===== config.mk =====
export PLATFORM = sky130hd
export DESIGN_NAME = stepped_run_generator_unit
export DESIGN_NICKNAME = d
export VERILOG_FILES = /design/src/hw/rtl/srg_pkg.sv /design/src/hw/rtl/stepped_run_generator_unit.sv /design/src/hw/rtl/srg_ctrl.sv /design/src/hw/rtl/srg_datapath.sv
export SDC_FILE = /design/constraint.sdc
export NUM_CORES = 1
export LEC_CHECK = 0
export BUFFER_PORTS_ARGS = -buffer_cell sky130_fd_sc_hd__buf_2
export CAP_MARGIN = 0
export CORE_MARGIN = 2
export CORE_UTILIZATION = 30
export DETAILED_ROUTE_END_ITERATION = 6
export SETUP_SLACK_MARGIN = 0.02
export SYNTH_ARGS = -nofsm -noshare
export SYNTH_HDL_FRONTEND = slang
export SYNTH_SLANG_ARGS = --single-unit
export TNS_END_PERCENT = 10

===== constraint.sdc =====
create_clock -name i_clk -period 14.5 [get_ports i_clk]
set_input_delay 2.9 -clock i_clk [delete_from_list [all_inputs] [get_ports i_clk]]
set_output_delay 2.9 -clock i_clk [all_outputs]
set_load 0.01 [all_outputs]

===== src/hw/rtl/srg_pkg.sv =====
// Shared types and constants for the stepped run generator.
// Used by srg_ctrl, srg_datapath and stepped_run_generator_unit; no dependencies.
package srg_pkg;

    localparam int MAX_RUN = 64;
    localparam int COUNT_W = $clog2(MAX_RUN + 1);
    localparam int VAL_W   = 32;
    localparam int STEP_W  = 31;
    // Run walker: value plus or minus a step never leaves 34 signed bits
    localparam int ACC_W   = VAL_W + 2;
    localparam int CFG_IDX_W = 1;

    localparam logic [CFG_IDX_W-1:0] REG_START_VALUE = 1'b0;
    localparam logic [CFG_IDX_W-1:0] REG_STEP_SIZE   = 1'b1;

    typedef enum logic [1:0] {
        OP_SET_END   = 2'd0,
        OP_LIST_ELEM = 2'd1,
        OP_BANG      = 2'd2,
        OP_REWIND    = 2'd3
    } t_opcode;

    typedef struct packed {
        logic take;       // latch operand as target, load walker
        logic src_prior;  // walker starts at prior breakpoint, else start value
        logic mark;       // run_end flag for the final result of this item
        logic set_prior;
        logic clr_count;
        logic list_set;
        logic list_clr;
        logic bang;
        logic rewind;
        logic emit_run;
        logic emit_tail;
        logic flush;
    } t_cmd;

    typedef struct packed {
        logic list_open;
        logic count_gt1;
        logic at_cap;
        logic run_go;
        logic eq_prior;
        logic hold_valid;
        logic out_free;
    } t_status;

endpackage


===== src/hw/rtl/stepped_run_generator_unit.sv =====
// Top level of the stepped run generator: ports, controller and datapath.
// Depends on srg_pkg, srg_ctrl and srg_datapath.
//
// Usage:
//  - Input stream s_*: one item per transfer. s_tuser carries the opcode
//    (set_end, list_element, bang, rewind), s_tdata the operand and s_tlast
//    marks the final breakpoint of a list.
//  - Output stream m_*: one run value per transfer; m_tlast flags the last
//    value of a set_end run, of a bang result and of a closing list step.
//  - Config port: i_cfg_we with i_cfg_index 0 writes start_value, index 1
//    writes step_size (zero is taken as one). Write only while idle.
//  - Throughput: the run walker (one add and one compare) yields one value
//    per cycle while the output register is free. s_tready stays low while
//    an item's results are walked and flushed; a non-final first breakpoint,
//    a rewind or a short-history bang leaves it high.
//  - Path: a bang result is written to the hold register and then to the
//    output register; a run value leaves the walker register the same way.
//  - Each value waits in a hold register so that the run_end flag can be
//    set on the truly last one.
//  - Stall: when m_tready is low the walker holds; nothing is dropped.
//    The next item is taken as soon as the final result sits in the
//    output register, even while that result is still stalled.
//  - Reset (synchronous, i_rst_n low): history and control registers return
//    to their defaults, payload registers are not reset; no clearing pass.
module stepped_run_generator_unit (
    input  logic        i_clk,
    input  logic        i_rst_n,
    // input item
    input  logic        s_tvalid,
    output logic        s_tready,
    input  logic [31:0] s_tdata,   // [31:0] operand
    input  logic [1:0]  s_tuser,   // [1:0] opcode
    input  logic        s_tlast,   // final_element
    // result item
    output logic        m_tvalid,
    input  logic        m_tready,
    output logic [31:0] m_tdata,   // [31:0] run_value
    output logic        m_tlast,   // run_end
    // configuration writes
    input  logic                          i_cfg_we,
    input  logic [srg_pkg::CFG_IDX_W-1:0] i_cfg_index,
    input  logic [31:0]                   i_cfg_wdata
);

    srg_pkg::t_cmd    w_cmd;
    srg_pkg::t_status w_st;

    // sequence each item: decode, then walk the run, append and flush with run_end as its opcode needs
    srg_ctrl u_ctrl (
        .i_clk    (i_clk),
        .i_rst_n  (i_rst_n),
        .i_valid  (s_tvalid),
        .i_opcode (srg_pkg::t_opcode'(s_tuser)),
        .i_final  (s_tlast),
        .i_st     (w_st),
        .o_ready  (s_tready),
        .o_cmd    (w_cmd)
    );

    // walker, history and the hold/output pair
    srg_datapath u_datapath (
        .i_clk       (i_clk),
        .i_rst_n     (i_rst_n),
        .i_cmd       (w_cmd),
        .i_operand   (s_tdata),
        .i_cfg_we    (i_cfg_we),
        .i_cfg_index (i_cfg_index),
        .i_cfg_wdata (i_cfg_wdata),
        .i_m_ready   (m_tready),
        .o_st        (w_st),
        .o_m_valid   (m_tvalid),
        .o_m_value   (m_tdata),
        .o_m_end     (m_tlast)
    );

endmodule


===== src/hw/rtl/srg_ctrl.sv =====
// Sequencing state machine for the stepped run generator.
// Depends on srg_pkg; drives srg_datapath through t_cmd and reads t_status.
module srg_ctrl (
    input  logic             i_clk,
    input  logic             i_rst_n,
    input  logic             i_valid,
    input  srg_pkg::t_opcode i_opcode,
    input  logic             i_final,
    input  srg_pkg::t_status i_st,
    output logic             o_ready,
    output srg_pkg::t_cmd    o_cmd
);

    typedef enum logic [1:0] {
        S_IDLE,
        S_RUN,
        S_TAIL,
        S_FLUSH
    } t_state;

    t_state     r_state, n_state;
    logic [1:0] r_tails, n_tails;
    logic       w_slot_ok;

    // emitting pushes the held result out, so the output register must be free
    assign w_slot_ok = !i_st.hold_valid || i_st.out_free;
    assign o_ready   = (r_state == S_IDLE);

    always_comb begin
        o_cmd   = '0;
        n_state = r_state;
        n_tails = r_tails;
        unique case (r_state)
            S_IDLE: begin
                if (i_valid) begin
                    o_cmd.take = 1'b1;
                    unique case (i_opcode)
                        srg_pkg::OP_SET_END: begin
                            o_cmd.mark      = 1'b1;
                            o_cmd.list_clr  = 1'b1;
                            o_cmd.clr_count = 1'b1;
                            n_tails         = 2'd1;
                            n_state         = S_RUN;
                        end
                        srg_pkg::OP_LIST_ELEM: begin
                            o_cmd.mark      = i_final;
                            o_cmd.set_prior = 1'b1;
                            o_cmd.list_clr  = i_final;
                            if (!i_st.list_open) begin
                                o_cmd.clr_count = 1'b1;
                                o_cmd.list_set  = !i_final;
                                if (i_final) begin
                                    n_tails = 2'd1;
                                    n_state = S_TAIL;
                                end
                            end else if (i_st.eq_prior) begin
                                n_tails = i_final ? 2'd2 : 2'd1;
                                n_state = S_TAIL;
                            end else begin
                                o_cmd.src_prior = 1'b1;
                                n_tails         = i_final ? 2'd1 : 2'd0;
                                n_state         = S_RUN;
                            end
                        end
                        srg_pkg::OP_BANG: begin
                            o_cmd.mark     = 1'b1;
                            o_cmd.list_clr = 1'b1;
                            if (i_st.count_gt1) begin
                                o_cmd.bang = 1'b1;
                                n_state    = S_FLUSH;
                            end
                        end
                        srg_pkg::OP_REWIND: begin
                            o_cmd.list_clr = 1'b1;
                            o_cmd.rewind   = 1'b1;
                        end
                        default: ;
                    endcase
                end
            end
            S_RUN: begin
                if (i_st.run_go) begin
                    if (w_slot_ok) begin
                        o_cmd.emit_run = 1'b1;
                    end
                end else if (r_tails != 2'd0) begin
                    n_state = S_TAIL;
                end else begin
                    n_state = S_FLUSH;
                end
            end
            S_TAIL: begin
                if (r_tails == 2'd0 || i_st.at_cap) begin
                    n_state = S_FLUSH;
                end else if (w_slot_ok) begin
                    o_cmd.emit_tail = 1'b1;
                    n_tails         = r_tails - 2'd1;
                    if (r_tails == 2'd1) begin
                        n_state = S_FLUSH;
                    end
                end
            end
            S_FLUSH: begin
                if (!i_st.hold_valid) begin
                    n_state = S_IDLE;
                end else if (i_st.out_free) begin
                    o_cmd.flush = 1'b1;
                    n_state     = S_IDLE;
                end
            end
            default: n_state = S_IDLE;
        endcase
    end

    always_ff @(posedge i_clk) begin
        if (!i_rst_n) begin
            r_state <= S_IDLE;
            r_tails <= 2'd0;
        end else begin
            r_state <= n_state;
            r_tails <= n_tails;
        end
    end

endmodule


===== src/hw/rtl/srg_datapath.sv =====
// Run walker, output history, hold and output registers, and config registers.
// Depends on srg_pkg; commanded by srg_ctrl.
module srg_datapath (
    input  logic                        i_clk,
    input  logic                        i_rst_n,
    input  srg_pkg::t_cmd               i_cmd,
    input  logic [srg_pkg::VAL_W-1:0]   i_operand,
    input  logic                        i_cfg_we,
    input  logic [srg_pkg::CFG_IDX_W-1:0] i_cfg_index,
    input  logic [srg_pkg::VAL_W-1:0]   i_cfg_wdata,
    input  logic                        i_m_ready,
    output srg_pkg::t_status            o_st,
    output logic                        o_m_valid,
    output logic [srg_pkg::VAL_W-1:0]   o_m_value,
    output logic                        o_m_end
);

    localparam int VW = srg_pkg::VAL_W;
    localparam int AW = srg_pkg::ACC_W;
    localparam int CW = srg_pkg::COUNT_W;
    localparam int SW = srg_pkg::STEP_W;

    logic signed [VW-1:0] r_start, r_latest, r_prev, r_prior, r_b;
    logic [VW-1:0]        r_nc, r_hold;
    logic [SW-1:0]        r_step;
    logic signed [AW-1:0] r_j;
    logic                 r_up, r_mark, r_list_open, r_hold_valid;
    logic [CW-1:0]        r_count;
    logic                 r_out_valid, r_out_end;
    logic [VW-1:0]        r_out_value;

    logic signed [VW-1:0] w_a;
    logic signed [AW-1:0] w_b_ext, w_step_ext;
    logic                 w_cond, w_out_free, w_emit;
    logic [VW-1:0]        w_emit_val, w_step32, w_bang_val, w_rewind_val;

    assign w_a        = i_cmd.src_prior ? r_prior : r_start;
    assign w_b_ext    = AW'(r_b);
    assign w_step_ext = AW'({1'b0, r_step});
    assign w_step32   = {1'b0, r_step};
    assign w_cond     = r_up ? (r_j < w_b_ext) : (r_j > w_b_ext);
    assign w_out_free = !r_out_valid || i_m_ready;
    assign w_emit     = i_cmd.emit_run || i_cmd.emit_tail;
    assign w_emit_val = i_cmd.emit_run ? r_j[VW-1:0] : r_b;

    // bang continues in the direction of the last two outputs, rewind steps back from start against it
    always_comb begin
        if (r_latest > r_prev) begin
            w_bang_val   = r_nc + w_step32;
            w_rewind_val = r_start - w_step32;
        end else if (r_latest < r_prev) begin
            w_bang_val   = r_nc - w_step32;
            w_rewind_val = r_start + w_step32;
        end else begin
            w_bang_val   = r_nc;
            w_rewind_val = r_start;
        end
    end

    assign o_st.list_open  = r_list_open;
    assign o_st.count_gt1  = (r_count > CW'(1));
    assign o_st.at_cap     = (r_count >= CW'(srg_pkg::MAX_RUN));
    assign o_st.run_go     = w_cond && !o_st.at_cap;
    assign o_st.eq_prior   = ($signed(i_operand) == r_prior);
    assign o_st.hold_valid = r_hold_valid;
    assign o_st.out_free   = w_out_free;

    assign o_m_valid = r_out_valid;
    assign o_m_value = r_out_value;
    assign o_m_end   = r_out_end;

    // payload registers: no reset
    always_ff @(posedge i_clk) begin
        if (i_cmd.take) begin
            r_b    <= $signed(i_operand);
            r_j    <= AW'(w_a);
            r_up   <= ($signed(i_operand) > w_a);
            r_mark <= i_cmd.mark;
        end else if (i_cmd.emit_run) begin
            r_j <= r_up ? (r_j + w_step_ext) : (r_j - w_step_ext);
        end
        if (w_emit) begin
            r_hold <= w_emit_val;
        end else if (i_cmd.bang) begin
            r_hold <= w_bang_val;
        end
        if (i_cmd.flush) begin
            r_out_value <= r_hold;
            r_out_end   <= r_mark;
        end else if (w_emit && r_hold_valid) begin
            r_out_value <= r_hold;
            r_out_end   <= 1'b0;
        end
    end

    // control and history state
    always_ff @(posedge i_clk) begin
        if (!i_rst_n) begin
            r_start      <= '0;
            r_step       <= SW'(1);
            r_nc         <= '1;
            r_latest     <= '1;
            r_prev       <= -VW'(2);
            r_count      <= CW'(2);
            r_prior      <= '0;
            r_list_open  <= 1'b0;
            r_hold_valid <= 1'b0;
            r_out_valid  <= 1'b0;
        end else begin
            if (i_cfg_we) begin
                unique case (i_cfg_index)
                    srg_pkg::REG_START_VALUE: r_start <= $signed(i_cfg_wdata);
                    srg_pkg::REG_STEP_SIZE: begin
                        r_step <= (i_cfg_wdata[SW-1:0] == '0) ? SW'(1) : i_cfg_wdata[SW-1:0];
                    end
                    default: ;
                endcase
            end
            if (i_cmd.set_prior) begin
                r_prior <= $signed(i_operand);
            end
            if (i_cmd.list_clr) begin
                r_list_open <= 1'b0;
            end else if (i_cmd.list_set) begin
                r_list_open <= 1'b1;
            end

            // history: emits update everything, bang only r_nc; rewind sets r_nc or restores the history
            if (i_cmd.clr_count) begin
                r_count <= '0;
            end else if (w_emit) begin
                r_prev   <= r_latest;
                r_latest <= $signed(w_emit_val);
                r_nc     <= w_emit_val;
                r_count  <= r_count + CW'(1);
            end else if (i_cmd.bang) begin
                r_nc <= w_bang_val;
            end else if (i_cmd.rewind) begin
                if (o_st.count_gt1) begin
                    r_nc <= w_rewind_val;
                end else begin
                    r_prev   <= -VW'(2);
                    r_latest <= '1;
                    r_count  <= CW'(2);
                    r_nc     <= r_start - w_step32;
                end
            end

            if (w_emit || i_cmd.bang) begin
                r_hold_valid <= 1'b1;
            end else if (i_cmd.flush) begin
                r_hold_valid <= 1'b0;
            end

            if (i_cmd.flush || (w_emit && r_hold_valid)) begin
                r_out_valid <= 1'b1;
            end else if (i_m_ready) begin
                r_out_valid <= 1'b0;
            end
        end
    end

    a_count_bounded: assert property (@(posedge i_clk) disable iff (!i_rst_n)
        r_count <= CW'(srg_pkg::MAX_RUN))
        else $error("run count beyond cap");

    a_emit_has_slot: assert property (@(posedge i_clk) disable iff (!i_rst_n)
        (w_emit || i_cmd.flush) && r_hold_valid |-> w_out_free)
        else $error("held result pushed over a stalled output");

    a_emit_below_cap: assert property (@(posedge i_clk) disable iff (!i_rst_n)
        w_emit |=> $past(r_count) < CW'(srg_pkg::MAX_RUN))
        else $error("value emitted past run cap");

    a_bang_empty_hold: assert property (@(posedge i_clk) disable iff (!i_rst_n)
        i_cmd.take |-> !r_hold_valid)
        else $error("item taken while a result is still held");

endmodule

* Word level (Yosys, flattened, before mapping)
Index checks and enable logic that the tools add are counted.
Widths: inputs -> output; s select.
** Operators by class
- Reduce and logical (&&, ||, !) cells :: 39
- Bitwise operators :: 3
- Magnitude comparators :: 7
- Mux-type cells :: 84
- Equality and inequality tests :: 23
- Add/subtract/negate cells :: 8
** Operators by type and width (number)
- $mux 32 :: 22
- $mux 34 :: 3
- $add 32x31->32 :: 2
- $gt 32x32->1 :: 2
- $sub 32x31->32 :: 2
- $mux 2 :: 20
- $add 34x32->34 :: 1
- $gt 34x32->1 :: 1
- $lt 34x32->1 :: 1
- $sub 34x32->34 :: 1
- $eq 32x32->1 :: 1
- $lt 32x32->1 :: 1
- $logic_not 31->1 :: 1
- $mux 31 :: 1
- $mux 7 :: 4
- $mux 1 :: 25
- $mux 9 :: 2
- $reduce_bool 2->1 :: 8
- $ne 3x1->1 const B :: 3
- $eq 2x2->1 const B :: 4
- $ne 2x2->1 const B :: 4
- $pmux 2 s2 :: 2
- $pmux 2 s4 :: 1
- $reduce_and 2->1 :: 4
- 24 further kinds :: 48
** Storage, ports and cells
- Output and inout port bits :: 35
- Bits of input ports :: 73
- Word-level logic and storage cells :: 184
- Bits in registers :: 338

* Longest topological paths before layout
- Word-level depth :: 10
- Gate-level depth with buffers :: 21
- Gate-level depth less buffers :: 20

* Cells and area by module
A second synthesis with hierarchy kept.
** Second synthesis, totals
- Cells, all modules :: 3100
- Area total of the unflattened synthesis :: 25929.9 µm²
** By module, submodules not included
- srg_datapath :: times used 1, cells an instance 3015, area each 25299.3 µm², seq. area each 8017.7 µm²
- srg_ctrl :: times used 1, cells an instance 85, area each 630.6 µm², seq. area each 80.1 µm²

* Worst setup path before layout
OpenSTA, ideal clock, no wires.
- Path type :: input to register
- Start point :: in s_tuser[1]
- End point :: reg u_datapath.r_up (data pin)
- Buffers on the path :: 2
- Library setup time :: 0.167 ns
- Data arrival time :: 6.588 ns
- Data required time :: 14.333 ns
- Slack :: 7.745 ns
- Stages :: 19
- Cells stage by stage :: inv_1 > ha_1 > clkbuf_1 > nand3_1 > nor2_1 > clkbuf_1 > mux2i_1 > ha_1 > a21o_1 > a21o_1 > a21oi_1 > nor2b_1 > o21ai_0 > nand2b_1 > a21oi_1 > nor2_1 > or3_1 > or2_2 > a211oi_1
** On the way
- Cells in the longest elaborated chain, start to end :: 6
** RTL lines
- from (decl) :: RTL line stepped_run_generator_unit.sv:32 : input logic [1:0] s_tuser,
- $eq 2x1->1 :: RTL line srg_ctrl.sv:37 : unique case (i_opcode)
- $mux 1 :: RTL line srg_ctrl.sv:37
- $mux 9 :: RTL line srg_ctrl.sv:35 : if (i_valid) begin
- $mux 9 :: RTL line srg_ctrl.sv:33 : unique case (r_state)
- $mux 32 :: RTL line srg_datapath.sv:37 : assign w_a = i_cmd.src_prior ? r_prior : r_start;
- $gt 32x32->1 :: RTL line srg_datapath.sv:77 : r_up <= ($signed(i_operand) > w_a);
- to (signal assigned) :: RTL line srg_datapath.sv:77
- to (decl) :: RTL line srg_datapath.sv:27 : logic r_up, r_mark, r_list_open, r_hold_valid;
No other way between the ends.
A chain may end at the register's enable or synchronous reset.

* Worst setup path in the final report
- Start point :: in s_tdata[4]
- End point :: reg u_datapath.r_up (data pin)
** On the way
- Cells in the longest elaborated chain, start to end :: 8
** RTL lines
- from (decl) :: RTL line stepped_run_generator_unit.sv:31 : input logic [31:0] s_tdata,
- $eq 32x32->1 :: RTL line srg_datapath.sv:64 : assign o_st.eq_prior = ($signed(i_operand) == r_prior);
- $mux 1 :: RTL line srg_ctrl.sv:56 : end else if (i_st.eq_prior) begin
- $mux 1 :: RTL line srg_ctrl.sv:49 : if (!i_st.list_open) begin
- $mux 1 :: RTL line srg_ctrl.sv:37
- $mux 9 :: RTL line srg_ctrl.sv:35
- $mux 9 :: RTL line srg_ctrl.sv:33
- $mux 32 :: RTL line srg_datapath.sv:37
- $gt 32x32->1 * :: RTL line srg_datapath.sv:77
Every way passes the cells marked *; elsewhere a longest branch is shown, timed or not.

==> metrics.txt <==
status finished clean; global-route wire length before repair 151 mm; cells taking the most area after synthesis dfxtp_1, edfxtp_1, ha_1; Nets 3,513; max-cap violations 0; internal power 3.47 mW; Synth top area share 16.0%; setup violators final 0; HP Class reg2reg; Starting Density 30.3%; crit start category primary input; DRT Wirelength 102 mm; WL/cell 23.5 µm; Syn Area/Cell 8.23 µm²; Inserted Clock Buffers 40; Post-synth EDFFs 133; Die ar. 88,100 µm²; GR Util met2 35.1%; drt via density 5.63; Worst Setup Slack, final 7.66 ns; # IOs 108; Final Slew Violations 0; Rel. slew slack 14.3%; commonest non-fill, non-tap cell in the layout nand2_1; clock power share 15.1%; Crit. End Element flip-flop; die height 297 µm; total track usage 22.4%; GR Overflow Total 0; Crit Path Class in2reg; Seq pwr share 23.1%; drt initial violations 2,608; worst path cell trace buf_2 > xnor2_1 > nand4_1 > nor4_1 > nand2_1 > nand3_1 > nor2_4 > buf_4 > mux2i_1 > ha_1 > a21o_1 > a21o_1 > a21oi_1 > nor2b_1 > o21ai_0 > nand2b_1 > a21oi_1 > nor2_1 > or3_1 > or2_2 > a211oi_1; P per Cell Area 245 nW/µm²; Clk pin slew, worst setup/hold paths 0.06 ns; routed vias 24,400; vias in the first global route 22,800; Max Freq 146 MHz; H-tree depth 2; Crit-path slowest cell xnor2_1; Layout area overhead 12.2%; Rows 107; number of hold buffers added after cts 0; Cells after Synth 3,127; gp weighted congestion 0.972; cell taking the most area after synthesis dfxtp_1; RSZ-0062 raised after global routing false; most frequent cells in the layout nand2_1, a21oi_1, ha_1; busiest layer in global routing met2; Clock Path Buffers 3; largest net degree at the start of global routing 92; post-placement setup slack 7.05 ns; Port Buffers 107; Peak VDD IR 175 µV; drt drc 0; sequential share of the synthesized area 31.5%; setup TNS 0 ns; transition time of the tightest slew-check pin 1.28 ns; CP arrival 7.25 ns; final-report hold violation count 0; First-pass DRT Iterations 6; Layout Skew 0.0273 ns; syn nets 3,475; Num Clock Sinks 338; ys flop type dfxtp_1; chip width 297 µm; Clock Latency Late Sink 0.58 ns; antenna violations before repair 0; grt met1 use 30.1%; fin crit period 6.84 ns; Mapped Area 25,700 µm²; Final period util 47.2%; Static Leak 11.5 nW; layout cells sized above 1 8.82%; Final ANT Viol Nets 0; CP max FO 33; asr flop ratio synth 0%; Core ar. 85,000 µm²; combinational share of power 61.8%; Util after Layout 34.0%; Yosys warning count 0; Root Driver clkbuf_16; Max stage delay on crit path 0.39 ns; postcts setup bufs 0; met3 Usage GRT 3.17%; Pwr Total 7.06 mW; Distinct cells, synth 100; dpl hpwl 80.3 mm; Sw Ratio 50.8%; fillers 8,855; CTS tree built; post-synthesis register bit count 338; Critical Path RT 14.91 ns; # resized after CTS 0; Switch Pwr 3.59 mW
layer usage:
metal,share of wire (%),routed length (µm)
met5,0,0
met4,5.4,5550
met3,6.5,6660
met2,44,45100
met1,44,44800
layout make-up:
cell class	instances	area [µm²]	area share (%)
Sequential cell	338	8100	28.1
Clock inverter	25	313	1.08
Tap cell	1144	1430	4.96
Clock buffer	48	1050	3.65
Timing Repair Buffer	149	851	2.95
Multi-Input combinational cell	2450	16400	56.9
Inverter	186	701	2.43
Antenna cell	1	2.50	0.00867
final timing paths:
path,endpoint,cells past startpoint,start,slack [ns]
setup / recovery,u_datapath.r_up,21,s_tdata[4],7.66
setup reg to reg,u_datapath.r_j[33],18,u_datapath.r_step[1],9.23
hold reg to reg,u_datapath.o_m_value[15],0,u_datapath.r_hold[15],0.42
hold / removal,u_datapath.o_m_value[15],0,u_datapath.r_hold[15],0.42
registers in the layout, summed over array words and instances (netlist names):
signal,flops
u_datapath.r_prior,32
u_datapath.r_list_open,1
u_datapath.r_hold_valid,1
u_datapath.r_b,32
u_datapath.r_prev,32
u_datapath.r_mark,1
u_datapath.r_start,32
u_datapath.o_m_value,32
u_datapath.r_hold,32
u_ctrl.r_tails,2
u_datapath.r_step,31
u_datapath.r_count,7
u_datapath.r_nc,32
u_datapath.r_latest,32
u_datapath.o_m_end,1
u_datapath.o_m_valid,1
u_datapath.r_up,1
u_datapath.r_j,34
u_ctrl.r_state,2
synth_stat cells, types with 13 or more instances:
library cell / n
nand2_1: 404
a21oi_1: 363
ha_1: 270
nor2_1: 219
dfxtp_1: 205
inv_1: 183
o21ai_0: 137
edfxtp_1: 133
xnor2_1: 116
clkbuf_1: 99
nor3_1: 61
a21o_1: 56
a211oi_1: 55
o22ai_1: 55
nand3_1: 51
o211ai_1: 51
mux2i_1: 42
buf_2: 40
o31ai_1: 37
nand2b_1: 35
o21a_1: 35
nand4_1: 32
or3_1: 30
a31oi_1: 29
nor2b_1: 26
o21bai_1: 24
nor4_1: 23
a221o_1: 22
xor2_1: 19
and3_1: 18
o221ai_1: 16
a2111oi_0: 14
a211o_1: 13
worst max-delay path, delay by kind of cell:
family / cells / cell delay, ns
mux: 1 / 0.30
compound gates: 6 / 1.01
xor+xnor: 1 / 0.39
simple gates: 10 / 1.86
buf+inv: 2 / 0.46
fa+ha+maj: 1 / 0.29
stage by stage:
stage | area (µm²) | cells | hold WS [ns]
6_report | 28900 | 4341 | 0.417
4_1_cts | 28900 | 4340 | 0.419
3_3_place_gp | 27500 | 4267 | 0.403
3_5_place_dp | 27500 | 4267 | 0.405
5_1_grt | 28900 | 4340 | 0.427
2_1_floorplan | 25700 | 3127 | 0.400
power by group through the flow:
stage	logic (mW)	registers, mW	clock network [mW]
floorplan	2.93	1.54	0
global placement	4.27	1.64	0
detailed placement	4.26	1.64	0
CTS	4.28	1.62	1.09
global route	4.74	1.65	1.12
finish	4.36	1.63	1.07
logic make-up after synthesis:
| kind of cell | synth area share [%] |
|---|---|
| AOI/OAI and AO/OA | 26.3 |
| xor gates and xnor gates | 4.60 |
| adders and majority gates | 13.5 |
| buffers and inverters | 5.23 |
| DFF | 31.5 |
| muxes | 1.77 |
| and+or+nand+nor | 17.1 |
(Power assumes the default switching activity.)
